**src/rtl/gcpe_pkg.sv**
```systemverilog
// Shared types, constants and helpers of the glyph column pixel expander.
`default_nettype none
package gcpe_pkg;

  localparam int unsigned COORD_BITS = 10;
  localparam int unsigned CalcW      = COORD_BITS + 2;
  localparam int unsigned DimW       = 11;
  localparam int unsigned ColorW     = 16;
  localparam int unsigned SizeW      = 5;
  localparam int unsigned CountW     = 6;

  localparam logic [CalcW-1:0] CoordMax  = CalcW'((1 << COORD_BITS) - 1);
  localparam logic [CalcW-1:0] CoordSpan = CalcW'(1 << COORD_BITS);

  localparam logic [ColorW-1:0] ForeReset   = 16'hFFE0;
  localparam logic [ColorW-1:0] BackReset   = 16'hF81F;
  localparam logic [DimW-1:0]   WidthReset  = 11'd480;
  localparam logic [DimW-1:0]   HeightReset = 11'd800;

  localparam logic [SizeW-1:0] Size12 = 5'd12;
  localparam logic [SizeW-1:0] Size16 = 5'd16;
  localparam logic [SizeW-1:0] Size24 = 5'd24;

  typedef enum logic [1:0] {
    CFG_FORE_COLOR    = 2'd0,
    CFG_BG_COLOR      = 2'd1,
    CFG_SCREEN_WIDTH  = 2'd2,
    CFG_SCREEN_HEIGHT = 2'd3
  } cfg_idx_e;

  typedef struct packed {
    logic                  first_byte;
    logic [COORD_BITS-1:0] origin_x;
    logic [COORD_BITS-1:0] origin_y;
    logic [SizeW-1:0]      glyph_size;
    logic                  transparent;
    logic [7:0]            glyph_bits;
  } in_word_t;

  typedef struct packed {
    logic [COORD_BITS-1:0] pixel_x;
    logic [COORD_BITS-1:0] pixel_y;
    logic [ColorW-1:0]     pixel_color;
    logic                  last;
  } out_word_t;

  typedef struct packed {
    logic [ColorW-1:0] fore_color;
    logic [ColorW-1:0] bg_color;
    logic [DimW-1:0]   screen_width;
    logic [DimW-1:0]   screen_height;
  } cfg_t;

  // One column run: start pixel, per-row color select and rows to write.
  typedef struct packed {
    logic [COORD_BITS-1:0] x;
    logic [COORD_BITS-1:0] y;
    logic [7:0]            fore_sel;
    logic [7:0]            mask;
  } job_t;

  function automatic logic [CountW-1:0] glyph_bytes(logic [SizeW-1:0] size);
    logic [CountW-1:0] n;
    n = '0;
    if (size == Size12) n = 6'd12;
    if (size == Size16) n = 6'd16;
    if (size == Size24) n = 6'd36;
    return n;
  endfunction

endpackage
`default_nettype wire

```
**src/rtl/glyph_column_pixel_expander.sv**
```systemverilog
// A byte's first pixel word passes the run queue, run register and output register.
// A byte yields 0 to 8 pixel words; the back end emits one pixel word per cycle
// while the output is not stalled. Bytes that yield no pixel are never queued.
// The front end takes a byte every cycle while the run queue has room.
// Reset: queue and output empty, no character active, registers at their defaults.
`default_nettype none
module glyph_column_pixel_expander #(
  parameter int unsigned QUEUE_DEPTH = 2
) (
  input  wire logic                clk_i,
  input  wire logic                rst_ni,
  input  wire logic                in_valid_i,
  output logic                     in_ready_o,
  input  wire gcpe_pkg::in_word_t  in_word_i,
  output logic                     out_valid_o,
  input  wire logic                out_ready_i,
  output gcpe_pkg::out_word_t      out_word_o,
  input  wire logic                cfg_valid_i,
  output logic                     cfg_ready_o,
  input  wire logic [1:0]          cfg_index_i,
  input  wire logic [15:0]         cfg_data_i
);

  gcpe_pkg::cfg_t cfg_q;
  gcpe_pkg::job_t job_in, job_out;
  logic           q_push, q_full, q_pop, q_valid;

  assign cfg_ready_o = 1'b1;

  always_ff @(posedge clk_i or negedge rst_ni) begin
    if (!rst_ni) begin
      cfg_q.fore_color    <= gcpe_pkg::ForeReset;
      cfg_q.bg_color      <= gcpe_pkg::BackReset;
      cfg_q.screen_width  <= gcpe_pkg::WidthReset;
      cfg_q.screen_height <= gcpe_pkg::HeightReset;
    end else if (cfg_valid_i) begin
      unique case (gcpe_pkg::cfg_idx_e'(cfg_index_i))
        gcpe_pkg::CFG_FORE_COLOR:    cfg_q.fore_color    <= cfg_data_i;
        gcpe_pkg::CFG_BG_COLOR:      cfg_q.bg_color      <= cfg_data_i;
        gcpe_pkg::CFG_SCREEN_WIDTH:  cfg_q.screen_width  <= cfg_data_i[gcpe_pkg::DimW-1:0];
        gcpe_pkg::CFG_SCREEN_HEIGHT: cfg_q.screen_height <= cfg_data_i[gcpe_pkg::DimW-1:0];
        default: ;
      endcase
    end
  end

  gcpe_front u_front (
    .clk_i      (clk_i),
    .rst_ni     (rst_ni),
    .in_valid_i (in_valid_i),
    .in_ready_o (in_ready_o),
    .in_word_i  (in_word_i),
    .cfg_i      (cfg_q),
    .full_i     (q_full),
    .push_o     (q_push),
    .job_o      (job_in)
  );

  gcpe_fifo #(
    .WIDTH ($bits(gcpe_pkg::job_t)),
    .DEPTH (QUEUE_DEPTH)
  ) u_queue (
    .clk_i   (clk_i),
    .rst_ni  (rst_ni),
    .push_i  (q_push),
    .data_i  (job_in),
    .full_o  (q_full),
    .pop_i   (q_pop),
    .valid_o (q_valid),
    .data_o  (job_out)
  );

  gcpe_back u_back (
    .clk_i       (clk_i),
    .rst_ni      (rst_ni),
    .job_valid_i (q_valid),
    .job_i       (job_out),
    .pop_o       (q_pop),
    .cfg_i       (cfg_q),
    .out_valid_o (out_valid_o),
    .out_ready_i (out_ready_i),
    .out_word_o  (out_word_o)
  );

`ifndef SYNTHESIS
  a_no_push_when_full: assert property (@(posedge clk_i) disable iff (!rst_ni)
    q_push |-> !q_full) else $error("run queue overflow");

  a_push_has_pixels: assert property (@(posedge clk_i) disable iff (!rst_ni)
    q_push |-> (job_in.mask != '0)) else $error("empty run queued");

  a_pop_has_data: assert property (@(posedge clk_i) disable iff (!rst_ni)
    q_pop |-> q_valid) else $error("run queue underflow");
`endif

endmodule
`default_nettype wire

```
**src/rtl/gcpe_fifo.sv**
```systemverilog
// Small flip-flop queue between the byte front end and the pixel back end.
`default_nettype none
module gcpe_fifo #(
  parameter int unsigned WIDTH = 8,
  parameter int unsigned DEPTH = 2
) (
  input  wire logic             clk_i,
  input  wire logic             rst_ni,
  input  wire logic             push_i,
  input  wire logic [WIDTH-1:0] data_i,
  output logic                  full_o,
  input  wire logic             pop_i,
  output logic                  valid_o,
  output logic [WIDTH-1:0]      data_o
);

  localparam int unsigned PtrW = (DEPTH > 1) ? $clog2(DEPTH) : 1;
  localparam int unsigned CntW = $clog2(DEPTH + 1);

  logic [WIDTH-1:0] mem_q [DEPTH];
  logic [PtrW-1:0]  wr_ptr_q, wr_ptr_d;
  logic [PtrW-1:0]  rd_ptr_q, rd_ptr_d;
  logic [CntW-1:0]  cnt_q, cnt_d;

  assign full_o  = (cnt_q == CntW'(DEPTH));
  assign valid_o = (cnt_q != '0);
  assign data_o  = mem_q[rd_ptr_q];

  always_comb begin
    wr_ptr_d = wr_ptr_q;
    rd_ptr_d = rd_ptr_q;
    cnt_d    = cnt_q;
    if (push_i) begin
      wr_ptr_d = (wr_ptr_q == PtrW'(DEPTH - 1)) ? '0 : wr_ptr_q + PtrW'(1);
    end
    if (pop_i) begin
      rd_ptr_d = (rd_ptr_q == PtrW'(DEPTH - 1)) ? '0 : rd_ptr_q + PtrW'(1);
    end
    if (push_i && !pop_i) begin
      cnt_d = cnt_q + CntW'(1);
    end else if (pop_i && !push_i) begin
      cnt_d = cnt_q - CntW'(1);
    end
  end

  always_ff @(posedge clk_i or negedge rst_ni) begin
    if (!rst_ni) begin
      wr_ptr_q <= '0;
      rd_ptr_q <= '0;
      cnt_q    <= '0;
    end else begin
      wr_ptr_q <= wr_ptr_d;
      rd_ptr_q <= rd_ptr_d;
      cnt_q    <= cnt_d;
    end
  end

  always_ff @(posedge clk_i) begin
    if (push_i) begin
      mem_q[wr_ptr_q] <= data_i;
    end
  end

endmodule
`default_nettype wire

```
**src/rtl/gcpe_front.sv**
```systemverilog
// Front end: tracks the cursor and turns each glyph byte that draws into a column run.
`default_nettype none
module gcpe_front (
  input  wire logic              clk_i,
  input  wire logic              rst_ni,
  input  wire logic              in_valid_i,
  output logic                   in_ready_o,
  input  wire gcpe_pkg::in_word_t in_word_i,
  input  wire gcpe_pkg::cfg_t    cfg_i,
  input  wire logic              full_i,
  output logic                   push_o,
  output gcpe_pkg::job_t         job_o
);

  localparam int unsigned CW = gcpe_pkg::COORD_BITS;
  localparam int unsigned KW = gcpe_pkg::CalcW;

  logic [CW-1:0]                x_q, x_d;
  logic [CW-1:0]                y_q, y_d;
  logic [CW-1:0]                top_q, top_d;
  logic [gcpe_pkg::SizeW-1:0]   fh_q, fh_d;
  logic                         skip_q, skip_d;
  logic                         halted_q, halted_d;
  logic [gcpe_pkg::CountW-1:0]  cnt_q, cnt_d;

  logic                         accept;
  logic [CW-1:0]                eff_x, eff_y, eff_top;
  logic [gcpe_pkg::SizeW-1:0]   eff_fh;
  logic                         eff_skip, eff_halted;
  logic [gcpe_pkg::CountW-1:0]  eff_cnt, cnt_next, glyph_len;
  logic [KW-1:0]                lim, y_plus1, rows_to_edge, rows_to_col, x_plus1;
  logic                         row_halt, col_end, col_halt, mid_halt;
  logic [3:0]                   run_len;
  logic [7:0]                   mask, fore_sel;

  assign in_ready_o = !full_i;
  assign accept     = in_valid_i && !full_i;

  always_comb begin
    if (in_word_i.first_byte) begin
      eff_x      = in_word_i.origin_x;
      eff_y      = in_word_i.origin_y;
      eff_top    = in_word_i.origin_y;
      eff_fh     = in_word_i.glyph_size;
      eff_skip   = in_word_i.transparent;
      eff_cnt    = '0;
      eff_halted = (gcpe_pkg::glyph_bytes(in_word_i.glyph_size) == '0);
    end else begin
      eff_x      = x_q;
      eff_y      = y_q;
      eff_top    = top_q;
      eff_fh     = fh_q;
      eff_skip   = skip_q;
      eff_cnt    = cnt_q;
      eff_halted = halted_q;
    end
  end

  // Rows left before the screen edge and before the column fills.
  always_comb begin
    lim = KW'(cfg_i.screen_height);
    if (lim > gcpe_pkg::CoordSpan) begin
      lim = gcpe_pkg::CoordSpan;
    end
    y_plus1      = KW'(eff_y) + KW'(1);
    rows_to_edge = (lim > y_plus1) ? lim - y_plus1 : '0;
    rows_to_col  = KW'(eff_top) + KW'(eff_fh) - y_plus1;
    row_halt     = (rows_to_edge <= rows_to_col) && (rows_to_edge < KW'(8));
    col_end      = !row_halt && (rows_to_col < KW'(8));
    x_plus1      = KW'(eff_x) + KW'(1);
    col_halt     = col_end && ((x_plus1 >= KW'(cfg_i.screen_width)) ||
                               (x_plus1 > gcpe_pkg::CoordMax));
    mid_halt     = row_halt || col_halt;
    if (row_halt) begin
      run_len = rows_to_edge[3:0] + 4'd1;
    end else if (col_end) begin
      run_len = rows_to_col[3:0] + 4'd1;
    end else begin
      run_len = 4'd8;
    end
  end

  always_comb begin
    for (int b = 0; b < 8; b++) begin
      fore_sel[b] = in_word_i.glyph_bits[7-b];
      mask[b]     = (4'(b) < run_len) && (in_word_i.glyph_bits[7-b] || !eff_skip);
    end
  end

  assign glyph_len = gcpe_pkg::glyph_bytes(eff_fh);
  assign cnt_next  = eff_cnt + gcpe_pkg::CountW'(1);

  always_comb begin
    x_d      = eff_x;
    y_d      = eff_y;
    top_d    = eff_top;
    fh_d     = eff_fh;
    skip_d   = eff_skip;
    halted_d = eff_halted;
    cnt_d    = eff_cnt;
    if (!eff_halted) begin
      if (col_end) begin
        y_d = eff_top;
        if (!col_halt) begin
          x_d = x_plus1[CW-1:0];
        end
      end else if (!row_halt) begin
        y_d = eff_y + CW'(8);
      end
      if (mid_halt) begin
        halted_d = 1'b1;
      end else begin
        cnt_d    = cnt_next;
        halted_d = (cnt_next >= glyph_len);
      end
    end
  end

  always_ff @(posedge clk_i or negedge rst_ni) begin
    if (!rst_ni) begin
      x_q      <= '0;
      y_q      <= '0;
      top_q    <= '0;
      fh_q     <= '0;
      skip_q   <= 1'b0;
      halted_q <= 1'b1;
      cnt_q    <= '0;
    end else if (accept) begin
      x_q      <= x_d;
      y_q      <= y_d;
      top_q    <= top_d;
      fh_q     <= fh_d;
      skip_q   <= skip_d;
      halted_q <= halted_d;
      cnt_q    <= cnt_d;
    end
  end

  // Drop bytes that draw nothing.
  assign push_o         = accept && !eff_halted && (mask != '0);
  assign job_o.x        = eff_x;
  assign job_o.y        = eff_y;
  assign job_o.fore_sel = fore_sel;
  assign job_o.mask     = mask;

endmodule
`default_nettype wire

```
**src/rtl/gcpe_back.sv**
```systemverilog
// Back end: walks a column run, one pixel word per unstalled cycle.
`default_nettype none
module gcpe_back (
  input  wire logic                clk_i,
  input  wire logic                rst_ni,
  input  wire logic                job_valid_i,
  input  wire gcpe_pkg::job_t      job_i,
  output logic                     pop_o,
  input  wire gcpe_pkg::cfg_t      cfg_i,
  output logic                     out_valid_o,
  input  wire logic                out_ready_i,
  output gcpe_pkg::out_word_t      out_word_o
);

  localparam int unsigned CW = gcpe_pkg::COORD_BITS;

  gcpe_pkg::job_t      work_q, work_d;
  logic                work_vld_q, work_vld_d;
  gcpe_pkg::out_word_t out_q, out_d;
  logic                out_vld_q, out_vld_d;

  logic [2:0] idx;
  logic [7:0] rest;
  logic       advance, done;

  always_comb begin
    idx = '0;
    for (int b = 7; b >= 0; b--) begin
      if (work_q.mask[b]) begin
        idx = 3'(b);
      end
    end
  end

  assign rest    = work_q.mask & ~(8'd1 << idx);
  assign advance = work_vld_q && (!out_vld_q || out_ready_i);
  assign done    = advance && (rest == '0);
  assign pop_o   = job_valid_i && (!work_vld_q || done);

  always_comb begin
    work_d     = work_q;
    work_vld_d = work_vld_q;
    out_d      = out_q;
    out_vld_d  = out_vld_q;
    if (advance) begin
      out_d.pixel_x     = work_q.x;
      out_d.pixel_y     = work_q.y + CW'(idx);
      out_d.pixel_color = work_q.fore_sel[idx] ? cfg_i.fore_color : cfg_i.bg_color;
      out_d.last        = (rest == '0);
      out_vld_d         = 1'b1;
      work_d.mask       = rest;
      if (done) begin
        work_vld_d = 1'b0;
      end
    end else if (out_ready_i) begin
      out_vld_d = 1'b0;
    end
    // Refill the run register when empty or as the run finishes.
    if (pop_o) begin
      work_d     = job_i;
      work_vld_d = 1'b1;
    end
  end

  always_ff @(posedge clk_i or negedge rst_ni) begin
    if (!rst_ni) begin
      work_vld_q <= 1'b0;
      out_vld_q  <= 1'b0;
    end else begin
      work_vld_q <= work_vld_d;
      out_vld_q  <= out_vld_d;
    end
  end

  always_ff @(posedge clk_i) begin
    work_q <= work_d;
    out_q  <= out_d;
  end

  assign out_valid_o = out_vld_q;
  assign out_word_o  = out_q;

endmodule
`default_nettype wire

```
**config.mk**
```make
export PLATFORM = sky130hd
export DESIGN_NAME = glyph_column_pixel_expander
export DESIGN_NICKNAME = d
export VERILOG_FILES = /design/src/rtl/gcpe_pkg.sv /design/src/rtl/glyph_column_pixel_expander.sv /design/src/rtl/gcpe_fifo.sv /design/src/rtl/gcpe_front.sv /design/src/rtl/gcpe_back.sv
export SDC_FILE = /design/constraint.sdc
export NUM_CORES = 1
export LEC_CHECK = 0
export BUFFER_PORTS_ARGS = -buffer_cell sky130_fd_sc_hd__buf_2
export CAP_MARGIN = 10
export CORE_MARGIN = 2
export CORE_UTILIZATION = 25
export DETAILED_ROUTE_END_ITERATION = 8
export PLACE_DENSITY_LB_ADDON = 0.1
export SLEW_MARGIN = 0
export SYNTH_ARGS = -nofsm -noshare
export SYNTH_HDL_FRONTEND = slang
export SYNTH_HIERARCHICAL = 1
export SYNTH_SLANG_ARGS = --single-unit
```
**constraint.sdc**
```tcl
create_clock -name clk_i -period 15.2 [get_ports clk_i]
set_input_delay 3.04 -clock clk_i [delete_from_list [all_inputs] [get_ports clk_i]]
set_output_delay 3.04 -clock clk_i [all_outputs]
set_load 0.02 [all_outputs]
```
==> flow_results.org <==
** Drt
- In the routed layout, each cell is associated on average with a via count of 4.43.
- First DRT Iteration DRCs :: ~360
- Final routed wire length divided by cell count :: 17.6 um
- Total vias in the final route :: approximately 9000
- Total routed wirelength :: roughly 36 mm
- Once detail routing completed, the nets flagged for antenna violations numbered 0.
- Number of remaining DRC errors :: 0
- Before antenna repair, the detailed router went through 4 iterations.

** Synth
- Async set-reset flop share out of synthesis :: between 40 and 50%
- Top-area cell type share of the netlist area :: between 30 and 40%
- Leading cell type by number of instances after synthesis :: sky130_fd_sc_hd__edfxtp_1
- Counting instances in the post-synthesis netlist gives the leading cell types as sky130_fd_sc_hd__edfxtp_1 (145), sky130_fd_sc_hd__mux2_2 (93), sky130_fd_sc_hd__nand2_1 (76).
- Synthesis inferred 248 register bits.
- By area the synthesized netlist is led by sky130_fd_sc_hd__edfxtp_1 (31%), sky130_fd_sc_hd__dfrtp_1 (13%), sky130_fd_sc_hd__mux2_2 (7.5%).
- Library cell occupying the most area in the post-synthesis netlist :: sky130_fd_sc_hd__edfxtp_1
- When the netlist entered floorplanning its net count stood at approximately 1300.
- For this run, the leading register cell type out of synthesis is sky130_fd_sc_hd__edfxtp_1.
- Number of synthesized flops with an enable pin :: between 100 and 150
- The netlist uses about 100 different library cells.
- Avg Cell Area, Syn :: around 12 um2
- Summed instance area of the synthesized netlist :: 14000 um2
- Part of the Yosys area used for sequential elements :: roughly 50%
- Synthesis produced about 1200 cells.
- For this run, the number of Yosys warnings is 6.

** Placed design
- Count of buffers inserted at the top-level ports :: 96
- At the placement stage, the worst setup path has a slack of 4.16 ns.
- Global placer's final weighted congestion :: approximately 0.80
- Post-placement cell count :: around 2000
- HPWL reported at the end of detailed placement :: 26.1 mm

** Floorplan
- The floorplan has 86 rows.
- X dimension of the die :: approximately 240 um
- Die area :: roughly 58000 um2
- Die span in y :: 241 um
- Pin placement for this block handled between 90 and 100 I/O pins.
- Area of the placeable core :: 55200 um2
- The initial utilization of the core area, before any placement, comes to between 20% and 30%.

** Global routing
- Entering global routing, the biggest net connects roughly 70 pins.
- GRT overflow :: 0
- Initial antenna violation count :: 0
- The via count of the first global-routing pass was approximately 9000.
- GRT Total Usage :: approximately an eighth
- Wire length of the first global-routing pass :: between 50 and 60 mm

** Finish
- Share of post-route cells with drive strength above 1 :: around 28%
- Area growth, synth to finish :: 16.3%
- Ant. Diodes :: 0
- Filler cells :: ~5700
- Post-layout nets :: between 1000 and 1500
- After the flow finishes, the layout carries non-filler instances totaling 2033.

** Pwr
- Of the total power, combinational logic draws 44.7%.
- Net switching is between 30% and 40% of the power.
- Part of the total power dissipated in sequential elements :: about 31%
- In this run the static leakage power is approximately 6.5 nW.
- Switching component of the power :: 1.25 mW
- The clock network burns 24.5% of the power.
- Design internal power :: just over 2 mW
- Across the VDD grid, the largest voltage drop is around 0.095 mV.
- For this design the ratio of total power to cell area is a little over 200 nW/um2.

** Min path
- Path type of the worst min-delay path :: reg2reg

** Timing
- Final period util :: between 60% and 70%
- The total count of hold-check failures in the final report is 0.
- Across all setup checks in the final design, the least slack found is between 4 and 5 ns.
- Maximum operating frequency :: roughly 0.095 GHz
- Post-layout minimum cycle time :: between 10 and 15 ns
- Tightest Pin Transition :: roughly 1.1 ns
- Finish-stage setup viols :: 0
- The max-slew violation count came to 0.
- Total negative setup slack :: 0 ns
- Setup repair after global routing left no endpoint under its margin.
- Max Clock Skew :: about 0.019 ns
- Worst rel slew slack :: between 20 and 30%

** Clocking
- In this run, CTS created clock tree buffers numbering 34.
- Maximum clock insertion buffer count :: 3
- Clock latency at the later pin of the worst-skew pair :: roughly 0.53 ns
- The number of gates resized after CTS was 0.
- In this run the number of H-tree levels came out at 2.
- TritonCTS Sinks :: between 200 and 250
- The root buffer cell chosen for the clock tree is sky130_fd_sc_hd__clkbuf_16.
- CTS clk-pin slew, worst paths :: 0.06 ns
- Once the clock tree was built, the setup fixing pass inserted 0 buffers.
- CTS tree :: yes
- # hold bufs at CTS :: 0

** Critical path
- Critical-path top delay cell :: sky130_fd_sc_hd__nor2b_4
- The setup path with the least slack is of type in2reg.
- On the worst path, the slowest cell contributes a delay of 0.97 ns.
- Largest fanout of any net on the critical path :: 36
- Cell type with the highest occurrence count on the critical path :: sky130_fd_sc_hd__o21ai_0
- Worst setup SP type :: primary input
- Type of element capturing the critical path :: flip-flop
- Data arrival time of the critical path :: 10.63 ns
- The setup check on the worst reg-to-reg path leaves a slack of approximately 7.3 ns.
- Cell chain of the critical path :: buf_2 -> o21ai_0 -> ha_1 -> nand3_1 -> xnor2_1 -> fa_1 -> ha_1 -> inv_1 -> o21ai_0 -> o21ai_0 -> o21ai_0 -> xnor2_1 -> ha_1 -> a21oi_1 -> o21ai_0 -> nor3_1 -> o32ai_2 -> a211oi_2 -> buf_4 -> mux2_4 -> o311a_1 -> a31o_1 -> a31oi_1 -> nor2b_4
- Critical path required time :: roughly 15 ns

** Status
- The run finished with clean final reports.

** Job
- Max-cap violations in this run came to 0.
kinds of logic after synthesis:
kind of cell,after synthesis,share of synthesized area (%)
simple gates,300,11.5
flops,248,49.7
compound gates,214,10.6
mux,149,12.9
buf+inv,119,4.41
fa+ha+maj,75,7.05
xor+xnor,60,3.75
other cells,1,0.0268
path summary, 6_finish.rpt:
check,start,cells past startpoint,endpoint
min,u_back/work_q[28],0,u_back/out_word_o[29]
max reg2reg,u_front/y_q[0],24,u_queue/mem_q[0][19]
max,in_word_i[34],24,u_queue/mem_q[0][19]
max in group asynchronous,rst_ni,2,u_queue/rd_ptr_q
min reg2reg,u_back/work_q[28],0,u_back/out_word_o[29]
min in group asynchronous,rst_ni,1,u_back/out_valid_o
through the flow:
step	area (um2)	utilization [%]	hold slack, ns	total power [mW]
floorplan	14000	-	0.400	2.14
global placement	15200	27.5	0.406	2.51
detailed placement	15200	27.5	0.408	2.51
CTS	16300	29.5	0.422	3.34
global route	16300	29.5	0.427	3.54
finish	16300	29.5	0.420	3.29
cell type report:
class	instances	area [um2]	area share, %
clock inverter	10	128	0.783
multi-input combinational	799	6430	39.5
inverter	71	267	1.64
sequential	248	6970	42.8
timing repair buffer	105	551	3.38
tap	748	936	5.74
clock buffer	52	1010	6.21
flip-flops by register name, indices dropped and copies added (netlist names), 2 cells and up:
name,cells
cfg_q,54
u_back/out_word_o,37
u_back/work_q,36
u_front/cnt_q,6
u_front/fh_q,5
u_front/top_q,10
u_front/x_q,10
u_front/y_q,10
u_queue/cnt_q,2
u_queue/mem_q,72
power groups by stage:
stage / combinational [mW] / sequential [mW] / clock (mW)
after global placement: 1.49 / 1.03 / 0
after detailed placement: 1.48 / 1.03 / 0
after floorplan: 1.10 / 1.03 / 0
after global routing: 1.65 / 1.03 / 0.864
after CTS: 1.49 / 1.02 / 0.837
final: 1.47 / 1.01 / 0.808
cell usage in the layout (no fill, tap or decap), types with 6 or more instances in the layout:
cell,Yosys,routed
sky130_fd_sc_hd__a21o_1,15,15
sky130_fd_sc_hd__o21a_1,10,10
sky130_fd_sc_hd__buf_2,9,95
sky130_fd_sc_hd__mux2_4,40,40
sky130_fd_sc_hd__mux2_2,93,93
sky130_fd_sc_hd__xor2_1,23,23
sky130_fd_sc_hd__ha_1,67,67
sky130_fd_sc_hd__nor3_1,14,14
sky130_fd_sc_hd__clkbuf_1,13,12
sky130_fd_sc_hd__nand2b_1,16,16
sky130_fd_sc_hd__and3_1,9,9
sky130_fd_sc_hd__dfrtp_1,74,73
sky130_fd_sc_hd__mux2i_1,14,14
sky130_fd_sc_hd__nand4_1,12,12
sky130_fd_sc_hd__inv_1,70,70
sky130_fd_sc_hd__nand3_1,21,21
sky130_fd_sc_hd__nand3b_1,6,6
sky130_fd_sc_hd__buf_4,14,10
sky130_fd_sc_hd__a21oi_1,41,41
sky130_fd_sc_hd__nor2_1,68,68
sky130_fd_sc_hd__o21ai_0,56,56
sky130_fd_sc_hd__fa_1,7,7
sky130_fd_sc_hd__xnor2_1,37,37
sky130_fd_sc_hd__edfxtp_1,145,145
sky130_fd_sc_hd__and2_1,7,6
sky130_fd_sc_hd__nand2_1,76,76
sky130_fd_sc_hd__dfstp_2,29,29
sky130_fd_sc_hd__o211ai_1,7,7
sky130_fd_sc_hd__nor2b_1,28,27
sky130_fd_sc_hd__o21ai_1,12,12
sky130_fd_sc_hd__clkbuf_16,0,37
worst max-delay path, delay by kind of cell:
| family | cells | cell delay (ns) |
|---|---|---|
| xor gates and xnor gates | 2 | 0.84 |
| adders and majority gates | 4 | 1.57 |
| AOI/OAI and AO/OA | 11 | 2.67 |
| and+or+nand+nor | 3 | 1.33 |
| buffers and inverters | 3 | 0.75 |
| muxes | 1 | 0.35 |
layer usage:
| layer | share of wire [%] | GRT usage [%] | vias to the layer above | routed length, um |
|---|---|---|---|---|
| met3 | 3.3 | 2.15 | 41 | 1170 |
| li1 | - | - | 4427 | - |
| met5 | 0 | 0 | - | 0 |
| met1 | 48 | 17.2 | 4428 | 17200 |
| met4 | 1.7 | 3.31 | 0 | 591 |
| met2 | 47 | 20.2 | 111 | 16800 |
Note: power is estimated with default switching activity, not from simulation.
